### src/stp_pkg.sv
// shared constants and character decode for the saturating int32 text parser
// no dependencies
package stp_pkg;

  localparam int unsigned ChW  = 8;
  localparam int unsigned ValW = 32;
  localparam int unsigned AccW = 31;

  localparam logic [AccW-1:0] MagMax   = {AccW{1'b1}};
  localparam logic [ValW-1:0] ValueMin = {1'b1, {(ValW-1){1'b0}}};

  localparam logic [ChW-1:0] ChNul   = 8'h00;
  localparam logic [ChW-1:0] ChPlus  = 8'h2B;
  localparam logic [ChW-1:0] ChMinus = 8'h2D;
  localparam logic [ChW-1:0] ChLowX  = 8'h78;
  localparam logic [ChW-1:0] ChUpX   = 8'h58;

  typedef struct packed {
    logic       is_dec;
    logic       is_hex;
    logic [3:0] val;
  } digit_t;

  function automatic logic is_white(input logic [ChW-1:0] c);
    return (c == 8'h20) || (c == 8'h09) || (c == 8'h0A) ||
           (c == 8'h0D) || (c == 8'h0C) || (c == 8'h0B);
  endfunction

  function automatic digit_t decode_digit(input logic [ChW-1:0] c);
    digit_t d;
    d = '0;
    if (c >= 8'h30 && c <= 8'h39) begin
      d.is_dec = 1'b1;
      d.is_hex = 1'b1;
      d.val    = 4'(c - 8'h30);
    end else if (c >= 8'h61 && c <= 8'h66) begin
      d.is_hex = 1'b1;
      d.val    = 4'(c - 8'h61 + 8'd10);
    end else if (c >= 8'h41 && c <= 8'h46) begin
      d.is_hex = 1'b1;
      d.val    = 4'(c - 8'h41 + 8'd10);
    end
    return d;
  endfunction

endpackage

### src/stp_in_if.sv
// character channel into the text parser: valid, ready and one byte
// depends on stp_pkg
interface stp_in_if;
  logic                     valid;
  logic                     ready;
  logic [stp_pkg::ChW-1:0]  ch;

  modport source (output valid, output ch, input ready);
  modport sink   (input valid, input ch, output ready);
endinterface

### src/stp_out_if.sv
// result channel out of the text parser: valid, ready, ok flag and value
// depends on stp_pkg
interface stp_out_if;
  logic                           valid;
  logic                           ready;
  logic                           ok;
  logic signed [stp_pkg::ValW-1:0] value;

  modport source (output valid, output ok, output value, input ready);
  modport sink   (input valid, input ok, input value, output ready);
endinterface

### src/saturating_int32_text_parser.sv
// a result word is valid in the cycle after its terminator byte is accepted
// throughput: one character word per cycle; parse state and result register update
// in the same cycle, and a held result only stalls input while it is not taken
// reset: rst_ni asynchronous, active low; clears the parse state and the result valid
// depends on stp_pkg, stp_in_if, stp_out_if
module saturating_int32_text_parser (
  input  logic      clk_i,
  input  logic      rst_ni,
  stp_in_if.sink    in_i,
  stp_out_if.source out_o
);

  typedef enum logic [2:0] {
    PhLead   = 3'd0,
    PhSign   = 3'd1,
    PhZero   = 3'd2,
    PhX      = 3'd3,
    PhDigits = 3'd4,
    PhTrail  = 3'd5,
    PhReject = 3'd6
  } phase_e;

  phase_e                     phase_q, phase_d;
  logic                       minus_q, minus_d;
  logic                       hex_q, hex_d;
  logic [stp_pkg::AccW-1:0]   acc_q, acc_d;
  logic                       sat_q, sat_d;
  logic                       out_valid_q, out_valid_d;
  logic                       out_ok_q, out_ok_d;
  logic [stp_pkg::ValW-1:0]   out_value_q, out_value_d;

  logic                       accept;
  logic                       white;
  stp_pkg::digit_t            dig;
  logic                       use_hex;
  logic [stp_pkg::AccW+3:0]   acc_mul;
  logic [stp_pkg::AccW+4:0]   acc_sum;
  logic                       acc_ovf;
  logic [stp_pkg::AccW-1:0]   acc_next;
  logic                       good;

  assign in_i.ready  = !out_valid_q || out_o.ready;
  assign accept      = in_i.valid && in_i.ready;
  assign out_o.valid = out_valid_q;
  assign out_o.ok    = out_ok_q;
  assign out_o.value = out_value_q;

  // digit datapath: acc * base + digit, saturated
  assign white   = stp_pkg::is_white(in_i.ch);
  assign dig     = stp_pkg::decode_digit(in_i.ch);
  assign use_hex = hex_q || (phase_q == PhX);
  assign acc_mul = use_hex ? {acc_q, 4'b0000}
                           : ({1'b0, acc_q, 3'b000} + {3'b000, acc_q, 1'b0});
  assign acc_sum  = {1'b0, acc_mul} + {{(stp_pkg::AccW+1){1'b0}}, dig.val};
  assign acc_ovf  = acc_sum > {5'b00000, stp_pkg::MagMax};
  assign acc_next = acc_ovf ? stp_pkg::MagMax : acc_sum[stp_pkg::AccW-1:0];
  assign good     = (phase_q == PhZero) || (phase_q == PhDigits) || (phase_q == PhTrail);

  always_comb begin
    phase_d     = phase_q;
    minus_d     = minus_q;
    hex_d       = hex_q;
    acc_d       = acc_q;
    sat_d       = sat_q;
    out_valid_d = out_valid_q && !out_o.ready;
    out_ok_d    = out_ok_q;
    out_value_d = out_value_q;
    if (accept) begin
      if (in_i.ch == stp_pkg::ChNul) begin
        out_valid_d = 1'b1;
        out_ok_d    = good;
        if (!good) begin
          out_value_d = '0;
        end else if (minus_q && sat_q) begin
          out_value_d = stp_pkg::ValueMin;
        end else if (minus_q) begin
          out_value_d = '0 - {1'b0, acc_q};
        end else begin
          out_value_d = {1'b0, acc_q};
        end
        phase_d = PhLead;
        minus_d = 1'b0;
        hex_d   = 1'b0;
        acc_d   = '0;
        sat_d   = 1'b0;
      end else begin
        case (phase_q)
          PhLead, PhSign: begin
            if (phase_q == PhLead && white) begin
              phase_d = PhLead;
            end else if (phase_q == PhLead &&
                         (in_i.ch == stp_pkg::ChPlus || in_i.ch == stp_pkg::ChMinus)) begin
              minus_d = (in_i.ch == stp_pkg::ChMinus);
              phase_d = PhSign;
            end else if (!dig.is_dec) begin
              phase_d = PhReject;
            end else if (dig.val == 4'd0) begin
              acc_d   = '0;
              phase_d = PhZero;
            end else begin
              acc_d   = acc_next;
              sat_d   = sat_q || acc_ovf;
              phase_d = PhDigits;
            end
          end
          PhZero: begin
            if (in_i.ch == stp_pkg::ChLowX || in_i.ch == stp_pkg::ChUpX) begin
              phase_d = PhX;
            end else if (white) begin
              phase_d = PhTrail;
            end else if (!dig.is_dec) begin
              phase_d = PhReject;
            end else begin
              acc_d   = acc_next;
              sat_d   = sat_q || acc_ovf;
              phase_d = PhDigits;
            end
          end
          PhX: begin
            if (!dig.is_hex) begin
              phase_d = PhReject;
            end else begin
              hex_d   = 1'b1;
              acc_d   = acc_next;
              sat_d   = sat_q || acc_ovf;
              phase_d = PhDigits;
            end
          end
          PhDigits: begin
            if (white) begin
              phase_d = PhTrail;
            end else if (!(hex_q ? dig.is_hex : dig.is_dec)) begin
              phase_d = PhReject;
            end else begin
              acc_d = acc_next;
              sat_d = sat_q || acc_ovf;
            end
          end
          PhTrail: begin
            if (!white) begin
              phase_d = PhReject;
            end
          end
          default: begin
            phase_d = PhReject;
          end
        endcase
      end
    end
  end

  always_ff @(posedge clk_i or negedge rst_ni) begin
    if (!rst_ni) begin
      phase_q     <= PhLead;
      minus_q     <= 1'b0;
      hex_q       <= 1'b0;
      acc_q       <= '0;
      sat_q       <= 1'b0;
      out_valid_q <= 1'b0;
      out_ok_q    <= 1'b0;
      out_value_q <= '0;
    end else begin
      phase_q     <= phase_d;
      minus_q     <= minus_d;
      hex_q       <= hex_d;
      acc_q       <= acc_d;
      sat_q       <= sat_d;
      out_valid_q <= out_valid_d;
      out_ok_q    <= out_ok_d;
      out_value_q <= out_value_d;
    end
  end

endmodule

### src/flat_wrapper.sv
// flat-port wrapper written by rule: the top's interface ports become plain ports
module saturating_int32_text_parser_flat 
  (clk_i, rst_ni, in_i_valid, in_i_ch, in_i_ready, out_o_valid, out_o_ok, out_o_value, out_o_ready);
  stp_in_if in_i_i ();
  stp_out_if out_o_i ();
  input  logic clk_i;
  input  logic rst_ni;
  input wire logic [$bits(in_i_i.valid)-1:0] in_i_valid;
  input wire logic [$bits(in_i_i.ch)-1:0] in_i_ch;
  output wire logic [$bits(in_i_i.ready)-1:0] in_i_ready;
  output wire logic [$bits(out_o_i.valid)-1:0] out_o_valid;
  output wire logic [$bits(out_o_i.ok)-1:0] out_o_ok;
  output wire logic [$bits(out_o_i.value)-1:0] out_o_value;
  input wire logic [$bits(out_o_i.ready)-1:0] out_o_ready;
  assign in_i_i.valid = in_i_valid;
  assign in_i_i.ch = in_i_ch;
  assign in_i_ready = in_i_i.ready;
  assign out_o_valid = out_o_i.valid;
  assign out_o_ok = out_o_i.ok;
  assign out_o_value = out_o_i.value;
  assign out_o_i.ready = out_o_ready;
  saturating_int32_text_parser u_core (.clk_i(clk_i), .rst_ni(rst_ni), .in_i(in_i_i), .out_o(out_o_i));
endmodule
### config.mk
export PLATFORM = sky130hd
export DESIGN_NAME = saturating_int32_text_parser_flat
export DESIGN_NICKNAME = d
export VERILOG_FILES = /design/src/stp_pkg.sv /design/src/stp_in_if.sv /design/src/stp_out_if.sv /design/src/saturating_int32_text_parser.sv /design/src/flat_wrapper.sv
export SDC_FILE = /design/constraint.sdc
export NUM_CORES = 1
export LEC_CHECK = 0
export ABC_CLOCK_PERIOD_IN_PS = 5800
export BUFFER_PORTS_ARGS = -buffer_cell sky130_fd_sc_hd__buf_2
export CAP_MARGIN = 20
export CELL_PAD_IN_SITES_DETAIL_PLACEMENT = 2
export CELL_PAD_IN_SITES_GLOBAL_PLACEMENT = 2
export CORE_ASPECT_RATIO = 1.75
export CORE_MARGIN = 10
export CORE_UTILIZATION = 30
export CTS_CLUSTER_DIAMETER = 80
export DETAILED_ROUTE_END_ITERATION = 8
export GPL_TIMING_DRIVEN = 0
export PLACE_DENSITY = 0.65
export SYNTH_ARGS = -nofsm -noshare
export SYNTH_HDL_FRONTEND = slang
export SYNTH_SLANG_ARGS = --single-unit
### constraint.sdc
create_clock -name clk_i -period 5.8 [get_ports clk_i]
set_input_delay 1.74 -clock clk_i [delete_from_list [all_inputs] [get_ports clk_i]]
set_output_delay 1.74 -clock clk_i [all_outputs]
set_load 0.03 [all_outputs]
# Word-level counts from Yosys, hierarchy flattened
# Cells that the tools add are included.
op_classes:
  reduce_logical: 37
  order_cmp: 7
  muxes: 56
  n_addsub: 8
  eq_ne: 28
ops:
  columns: ["operator", "n"]
  rows:
  - ["2-to-1 mux 31 bit", 12]
  - ["one-hot mux 31 bit (4 select lines)", 1]
  - ["2-to-1 mux 32 bit", 3]
  - ["== test 8 x 4 -> 1 bit (second input constant)", 5]
  - ["adder 35 x 4 -> 36 bit", 1]
  - ["> comparator 36 x 31 -> 1 bit (second input constant)", 1]
  - ["adder 34 x 32 -> 35 bit", 1]
  - ["2-to-1 mux 35 bit", 1]
  - ["subtractor 1 x 31 -> 32 bit (first input constant)", 1]
  - ["2-to-1 mux 3 bit", 10]
  - ["== test 8 x 6 -> 1 bit (second input constant)", 3]
  - ["2-to-1 mux 1 bit", 22]
  - ["== test 8 x 7 -> 1 bit (second input constant)", 2]
  - [">= comparator 8 x 7 -> 1 bit (second input constant)", 2]
  - ["less-or-equal comparator 8 x 7 -> 1 bit (second input constant)", 2]
  - ["2-to-1 mux 5 bit", 3]
  - ["!= test 3 x 2 -> 1 bit (second input constant)", 5]
  - ["!= test 3 bit (second input constant)", 5]
  - ["one-hot mux 3 bit (5 select lines)", 1]
  - ["logical OR 1 bit", 12]
  - ["AND reduction 12 bit", 1]
  - ["subtractor 4 x 1 -> 4 bit (second input constant)", 3]
  - ["AND reduction 11 bit", 1]
  - ["adder 4 bit (second input constant)", 2]
  - ["21 further kinds", 36]
totals:
  register_bits: 71
  inputBits: 12
  word_cells: 144
  out_inout_bits: 35

# Depth between registers and ports, before layout
# Gate-level depths: netlist of the first run.
depth:
  ltp_word: 14
  mapped_depth: 22

# Worst setup path after synthesis of the first run
# No wires, ideal clock.
synth_timing:
  kind: "input port to flip-flop"
  from: "in in_i_ch[3]"
  to: "reg u_core.acc_q[10] (netlist bit)"
  path_slack_ns: -0.787
  path_stages: 19
  required_ns: 5.674
  arrival_time_ns: 6.461
  path_cell_list: "clkbuf_1 or4b_2 a311oi_1 nor2b_1 o21ai_0 o21ai_0 inv_1 fa_1 nor2b_1 o21ai_0 or4_4 or4_1 buf_2 nor4_2 nand4b_1 xor2_1 o41a_4 buf_6 a221o_1"
synth_between:
  elab_chain_len: 14
synth_lines:
  columns: ["item", "line_no", "rtl"]
  rows:
  - ["start, declared", "flat_wrapper.sv:9", "input wire logic [$bits(in_i_i.ch)-1:0] in_i_ch;"]
  - ["subtractor 4 x 1 -> 4 bit (tied with other cells)", "stp_pkg.sv:38, stp_pkg.sv:41", null]
  - ["adder 4 bit / logical AND 1 bit (equally long branches)", "stp_pkg.sv:38, stp_pkg.sv:41, stp_pkg.sv:39", null]
  - ["2-to-1 mux 5 bit", "stp_pkg.sv:39", "end else if (c >= 8'h41 && c <= 8'h46) begin"]
  - ["2-to-1 mux 5 bit", "stp_pkg.sv:36", "end else if (c >= 8'h61 && c <= 8'h66) begin"]
  - ["2-to-1 mux 5 bit", "stp_pkg.sv:32", "if (c >= 8'h30 && c <= 8'h39) begin"]
  - ["adder 35 x 4 -> 36 bit", "saturating_int32_text_parser.sv:54", "assign acc_sum = {1'b0, acc_mul} + {{(stp_pkg::AccW+1){1'b0}}, dig.val};"]
  - ["> comparator 36 x 31 -> 1 bit", "saturating_int32_text_parser.sv:55", "assign acc_ovf = acc_sum > {5'b00000, stp_pkg::MagMax};"]
  - ["2-to-1 mux 31 bit", "saturating_int32_text_parser.sv:56", "assign acc_next = acc_ovf ? stp_pkg::MagMax : acc_sum[stp_pkg::AccW-1:0];"]
  - ["2-to-1 mux 31 bit", "saturating_int32_text_parser.sv:97", "end else if (dig.val == 4'd0) begin"]
  - ["2-to-1 mux 31 bit", "saturating_int32_text_parser.sv:95", "end else if (!dig.is_dec) begin"]
  - ["2-to-1 mux 31 bit", "saturating_int32_text_parser.sv:91", "end else if (phase_q == PhLead &&"]
  - ["2-to-1 mux 31 bit", "saturating_int32_text_parser.sv:89", "if (phase_q == PhLead && white) begin"]
  - ["one-hot mux 31 bit (4 select lines)", "saturating_int32_text_parser.sv:87", "case (phase_q)"]
  - ["2-to-1 mux 31 bit", "saturating_int32_text_parser.sv:69", "if (in_i.ch == stp_pkg::ChNul) begin"]
  - ["end signal, assigned", "saturating_int32_text_parser.sv:157", "acc_q <= '0;"]
  - ["end signal, assigned", "saturating_int32_text_parser.sv:166", "acc_q <= acc_d;"]
  - ["end, declared", "saturating_int32_text_parser.sv:26", "logic [stp_pkg::AccW-1:0] acc_q, acc_d;"]
# Parallel ways exist; a longest one is shown, timed or not. The select of a mux whose other input is x is not followed.
# A chain may end at the register's enable or synchronous reset.

# Final worst setup path of the first run
layout_timing:
  from: "in in_i_ch[4]"
  to: "reg u_core.acc_q[10] (netlist bit)"
layout_between:
  elab_chain_len: 14
layout_lines:
  columns: ["item", "line_no"]
  rows:
  - [">= comparator 8 x 7 -> 1 bit / less-or-equal comparator 8 x 7 -> 1 bit (equally long branches)", "stp_pkg.sv:39"]
  - ["logical AND 1 bit", "stp_pkg.sv:39"]
  - ["2-to-1 mux 5 bit", "stp_pkg.sv:39"]
  - ["2-to-1 mux 5 bit", "stp_pkg.sv:36"]
  - ["2-to-1 mux 5 bit", "stp_pkg.sv:32"]
  - ["adder 35 x 4 -> 36 bit", "saturating_int32_text_parser.sv:54"]
  - ["> comparator 36 x 31 -> 1 bit", "saturating_int32_text_parser.sv:55"]
  - ["2-to-1 mux 31 bit", "saturating_int32_text_parser.sv:56"]
  - ["2-to-1 mux 31 bit", "saturating_int32_text_parser.sv:97"]
  - ["2-to-1 mux 31 bit", "saturating_int32_text_parser.sv:95"]
  - ["2-to-1 mux 31 bit", "saturating_int32_text_parser.sv:91"]
  - ["2-to-1 mux 31 bit", "saturating_int32_text_parser.sv:89"]
  - ["one-hot mux 31 bit (4 select lines)", "saturating_int32_text_parser.sv:87"]
  - ["2-to-1 mux 31 bit", "saturating_int32_text_parser.sv:69"]
# Parallel ways exist; a longest one is shown, timed or not. The select of a mux whose other input is x is not followed.

==> results.md, run 1 <==
- Outcome: complete, but fails checks
- Failing checks: negative setup slack
- Crit-path max FO: 10
- Synth warn: 0
- Synth Register Bits: 71
- R2r startpoint: u_core.phase_q[0]
- Layout Skew: 7.186 ps
- Top post-synthesis cells by area: dfrtp_1 27%, ha_1 7.2%, xor2_1 6.9%
- Die area: 28550 um^2
- Register area share after synthesis: 26.94%
- CP required: 6010 ps
- Drt drc: 0
- Top_reg_cell synth: dfrtp_1
- Area grow syn2layout: 20.70%
- DPL Wire Length: 22130 um
- Mean Syn Cell Area: 8.112 um^2
- First-pass GRT wire length: 43460 um
- Slew HR: 48.94%
- Fmax: 169.9 MHz
- Post-synth EDFFs: 0
- Worst Tran Pin Value: 755.3 ps
- CP Capture Type: flip-flop
- ANT cells: 0
- PortBufs: 45
- Via/cell ratio: 5.742
- Part of the cycle the worst path needs: 101.5%
- Initial Util: 30.55%
- Layout cell share with drive strength beyond 1: 15.82%
- Final Hold Viols: 0
- Final setup viols: 32
- HP Class: reg2reg
- Gr busiest metal: met2
- Total core area: 21590 um^2
- Path depth of the worst reg2reg path: 17
- Num CTS Buffers: 9
- Via count: 6868
- PD cells: 653.2 nW/um^2
- Area after DPL: 7278 um^2
- Mapped cell area: 6595 um^2
- Detail Route Antenna Nets: 0
- FFs w/ async S/R, synth: 100.0%
- Synthesized Nets: 865
- Min-Delay Endpoint: u_core.out_o.value[30]
- Maxcap violations: 0
- Power, Total: 5.200 mW
- Clk slew on worst S/H paths: 60 ps
- Setup crit start: in_i_ch[4]
- Routing usage on met2: 40.00%
- M3 GR Usage: 1.644%
- Worst skew pair latency: 340 ps
- Commonest cells post-synth: 105 x nand2_1, 73 x o21ai_0, 71 x dfrtp_1
- Leak: 3.393 nW
- Area leader, netlist: dfrtp_1
- Initial antenna violation count: 0
- Setup TNS: -1979 ps
- Crit Path Class: in2reg
- Arrival @ worst endpoint: 6100 ps
- Fin util: 36.87%
- GR Util met1: 16.97%
- Startpoint types: primary input
- DIE HEIGHT: 216.1 um
- GRT Total Usage: 19.07%
- Reg2Reg Setup Slack: 150 ps
- GPL Wtd Cong: 0.8118
- Setup WS post-layout: -87.37 ps
- I/O pin cnt: 47
- Clock Path Buffers: 2
- CTS tree: done
- Gr ovfl total: 0
- Initial DRC count: 262
- Routed wire length: 27720 um
- Hold depth: 2
- Max-slew violations: 0
- Syn Inst Count: 813
- Min Tclk post-route: 5887 ps
- VDD IR max: 0.0001614 V
- WL/cell: 23.18 um
- Count leader, synth: nand2_1
- RSZ-0062 raised after global routing: true
- H-tree depth: 3
- Reg2reg end: u_core.acc_q[10]
- Cell area after layout: 7960 um^2
- Hold_buf cts: 0
- Largest net degree at the start of global routing: 70
- Synth unique cells: 69
- Pre-antenna DRT Iters: 4
- Num rows: 71
- Root buf cell: clkbuf_16
- Die W: 132.1 um
- Hold path startpoint: u_core.out_o.value[30]
- Final nets: 952
- Vias in the first global route: 7758
- CTS sink cnt: 71
- Post-synth top area share: 26.94%
[how the worst max path moves through the flow]
stage                             to  slack, ps  cells after the start
floorplan           u_core.acc_q[10]       -440                     18
global placement    u_core.acc_q[29]      -1100                     20
detailed placement   u_core.acc_q[7]      -1240                     20
CTS                 u_core.acc_q[10]        -90                     17
global route        u_core.acc_q[10]       -300                     19
finish              u_core.acc_q[10]        -90                     17
[cell usage in the layout (no fill, tap or decap), types with 5 or more instances in the layout]
cell | synthesis | layout
a211oi_1 | 8 | 8
a21o_1 | 14 | 14
a21oi_1 | 48 | 47
a221o_1 | 31 | 31
a31oi_1 | 7 | 7
a32o_1 | 5 | 5
and2_1 | 8 | 8
and3_1 | 9 | 9
buf_2 | 3 | 43
buf_4 | 0 | 33
clkbuf_1 | 43 | 38
clkbuf_16 | 0 | 10
dfrtp_1 | 71 | 71
ha_1 | 38 | 35
inv_1 | 15 | 12
mux2i_1 | 14 | 13
nand2_1 | 105 | 104
nand2b_1 | 8 | 8
nand3_1 | 18 | 17
nand4_1 | 12 | 12
nor2_1 | 56 | 54
nor3_1 | 14 | 14
nor4_1 | 5 | 5
o21a_1 | 9 | 9
o21ai_0 | 73 | 70
o22ai_1 | 5 | 5
o31ai_1 | 11 | 11
or2_2 | 6 | 6
or3_1 | 10 | 8
or4_1 | 8 | 6
xnor2_1 | 24 | 24
xor2_1 | 52 | 52
[critical path, stage by stage]
cell	delay, ps
buf_8	100
or4b_4	550
a311oi_4	320
a22o_1	220
ha_2	210
inv_2	50
fa_2	390
nor2b_2	130
o21ai_2	80
or4_4	440
or4_4	470
nor4_4	180
nand4b_1	150
xor2_1	180
o41a_4	450
buf_8	170
a221o_1	270
[cell families (layout without fill, tap and decap cells)]
kind of cell | after synthesis | count (layout) | synth area share (%)
XOR/XNOR | 76 | 76 | 10.09
adder cells (fa/ha/maj) | 40 | 40 | 7.816
buffers and inverters | 66 | 157 | 4.155
multiplexers | 18 | 18 | 2.808
flip-flops | 71 | 71 | 26.94
AO/OA/AOI/OAI | 254 | 254 | 26.48
AND/OR/NAND/NOR | 288 | 288 | 21.70
[area by class of cell]
type	count	area (um^2)
buffer	48	237.7
clock buffer	9	225.2
clock inverter	6	86.33
fill	2532	13630
inverter	15	58.81
multi-input combinational	676	4669
sequential	71	1777
tap	292	365.4
timing repair buffer	79	540.5
[where the power goes]
group	switching, mW	internal [mW]
clock network	0.220	0.373
registers	0.330	0.616
logic	2.28	1.38
total	2.83	2.37
[per-layer routing]
layer / wire length, um / vias to the layer above
li1: - / 3190
met4: 1352 / 0
met5: 0 / -
met1: 9209 / 3505
met2: 16710 / 107
met3: 444 / 66
[metrics by stage]
| stage | hold slack [ps] | instances | worst slack (ps) |
|---|---|---|---|
| floorplan | 466.4 | 813 | -443.9 |
| global placement | 463.5 | 1150 | -1100 |
| detailed placement | 473.3 | 1152 | -1242 |
| CTS | 487.3 | 1186 | -88.51 |
| global route | 511.3 | 1196 | -303.0 |
| finish | 479.3 | 1196 | -87.37 |
[registers in the layout, summed over array words and instances, names as in the netlist]
register and flops:
u_core.hex_q 1, u_core.sat_q 1, u_core.out_o.value 32, u_core.minus_q 1
u_core.phase_q 3, u_core.out_o.valid 1, u_core.acc_q 31, u_core.out_o.ok 1
[what timing repair did]
item,4_1_cts,5_1_grt
setup buffers,21,10
setup endpoints to repair,32,32
gates cloned,1,0
pin swaps,7,5
resized for setup,24,11
(Power assumes the default switching activity.)
==> run 2: changes to the inputs <==
REMOVE_ABC_BUFFERS = 1   (was default)
==> run 2 against run 1 <==
The run still ends with negative setup slack left. Clock skew about the same. Routed wire length decreased by 6.7%. Global-route usage decreased by 1.3 points. Cell count decreased by 4.3%. Largest cell class unchanged.
==> results.md, run 2 (synthesis gave the netlist of run 1 again) <==
- Outcome: complete, but fails checks
- Failing checks: negative setup slack
- Initial antenna violation count: 0
- CTS sink cnt: 71
- VDD IR max: 0.0001821 V
- Slew HR: 26.71%
- Largest stage delay, worst path: 540 ps
- Max-slew violations: 0
- Final Non-Filler Cells: 1145
- Final Hold Viols: 0
- Area grow syn2layout: 20.34%
- Vias in the first global route: 7408
- Part of the cycle the worst path needs: 103.6%
- First-pass GRT wire length: 41220 um
- Slowest-stage cell, CP: or4b_4
- ANT cells: 0
- GPL Wtd Cong: 0.8215
- WP buf/inv: 4
- Num CTS Buffers: 9
- WL/cell: 22.60 um
- Hold_buf cts: 0
- RSZ-0062 raised after global routing: true
- HP Class: reg2reg
- I/O pin cnt: 47
- CP Capture Type: flip-flop
- Num rows: 71
- H-tree depth: 3
- Fin util: 36.76%
- Worst Tran Pin Value: 1099 ps
- Cells along the critical path: buf_6, or4b_4, a311oi_4, buf_4, nor2b_1, o21ai_1, o21ai_2, buf_4, inv_2, fa_2, nor2b_2, o21ai_2, or4_4, or4_4, nor4_4, nand4b_1, xor2_4, o41a_4, a221o_1
- Gr ovfl total: 0
- Fmax: 166.4 MHz
- Pre-antenna DRT Iters: 4
- Crit-path max FO: 8
- CTS tree: done
- Min Tclk post-route: 6011 ps
- Largest net degree at the start of global routing: 72
- Via/cell ratio: 5.801
- Leading cell type in the layout, fill and taps excluded: nand2_1
- Startpoint types: primary input
- Drt drc: 0
- CP top delay family: simple AND/OR/NAND/NOR gates
- DPL Wire Length: 19140 um
- Placed cells: 1103
- Worst skew pair latency: 350 ps
- Final hold slack: 476.1 ps
- Setup WS post-layout: -211.1 ps
- CP required: 6020 ps
- Initial DRC count: 257
- Area after DPL: 7046 um^2
- Leak: 3.319 nW
- Layout Skew: 6.715 ps
- Die area: 28550 um^2
- Final setup viols: 32
- Most frequent cells in the layout: 104 x nand2_1, 71 x dfrtp_1, 70 x o21ai_0
- Arrival @ worst endpoint: 6230 ps
- Fill cells: 2468
- PD cells: 672.2 nW/um^2
- DIE HEIGHT: 216.1 um
- Die W: 132.1 um
- Clk slew on worst S/H paths: 60 ps
- Crit Path Class: in2reg
- Initial Util: 30.55%
- Layout cell share with drive strength beyond 1: 16.53%
- Root buf cell: clkbuf_16
- Via count: 6642
- Maxcap violations: 0
- Cell area after layout: 7936 um^2
- Total core area: 21590 um^2
- PortBufs: 46
- Clock Path Buffers: 2
- GRT Total Usage: 17.78%
- Detail Route Antenna Nets: 0
- Largest register FFs: 32
- Final nets: 901
- Routed wire length: 25870 um
-- run 2: cell count changes in the layout (fill, tap and decap cells not counted), sizes merged, moves of 2 or more --
| cell | delta |
|---|---|
| clkbuf | -40 |
| buf | -13 |
| clkinv | -3 |
| o41a | +3 |
| bufinv | +2 |
-- run 2: what timing repair did --
action,CTS,global route
gates cloned,3,0
gates resized for setup,32,26
endpoints found under the setup margin,32,32
setup buffers,10,13
pin swaps,15,15
endpoints found under the hold margin,0,0
-- run 2: final cells by class --
type,instances,area (um^2),share of cell area (%)
clock buffers,10,239.0,3.011
clock inverters,5,128.9,1.624
multi-input cells,679,4858,61.22
inverters,15,61.31,0.7725
flip-flops and latches,71,1777,22.39
repair buffers,73,506.7,6.385
well taps,292,365.4,4.603
-- run 2: final timing paths --
kind                                              from                      to  slack [ps]  depth (start not counted)
worst max-delay path                        in_i_ch[7]        u_core.acc_q[20]        -210                         19
worst min-delay path            u_core.out_o.value[27]  u_core.out_o.value[27]         480                          2
worst max register to register         u_core.acc_q[2]        u_core.acc_q[20]         670                         13
worst min register to register  u_core.out_o.value[27]  u_core.out_o.value[27]         480                          2
max in group asynchronous                       rst_ni         u_core.acc_q[1]        3620                          1
min in group asynchronous                       rst_ni        u_core.acc_q[30]        1520                          1
-- run 2: worst reg2reg max path, cell delays in order, from the launching register on --
cell and delay [ps]:
dfrtp_1 510, ha_1 280, fa_1 440, a211oi_1 310, o21ai_1 240, nand4_1 230
a21oi_1 90, a2111oi_0 860, xor2_1 270, o31ai_1 470, nand4b_1 290, xor2_4 260
o41a_4 460, a221o_1 300
-- run 2: routing by layer --
metal	vias to the layer above	GRT usage, %	wire length (um)
met5	-	0	0
met4	0	7.334	946
met3	47	2.432	508
met2	96	36.10	15150
met1	3397	17.15	9269
li1	3102	-	-
-- run 2: power by group --
part	total (mW)	switching [mW]	internal, mW
combinational	3.64	2.25	1.38
sequential	0.990	0.375	0.615
clock	0.706	0.231	0.475
total	5.33	2.86	2.47
-- run 2: through the flow --
stage / power, mW / TNS, ps / setup WS (ps)
finish: 5.334 / -6145 / -211.1
global route: 5.786 / -11970 / -392.4
CTS: 5.303 / -15930 / -550.7
detailed placement: 4.444 / -62700 / -1983
global placement: 4.302 / -57600 / -1807
floorplan: 3.347 / -21490 / -676.1
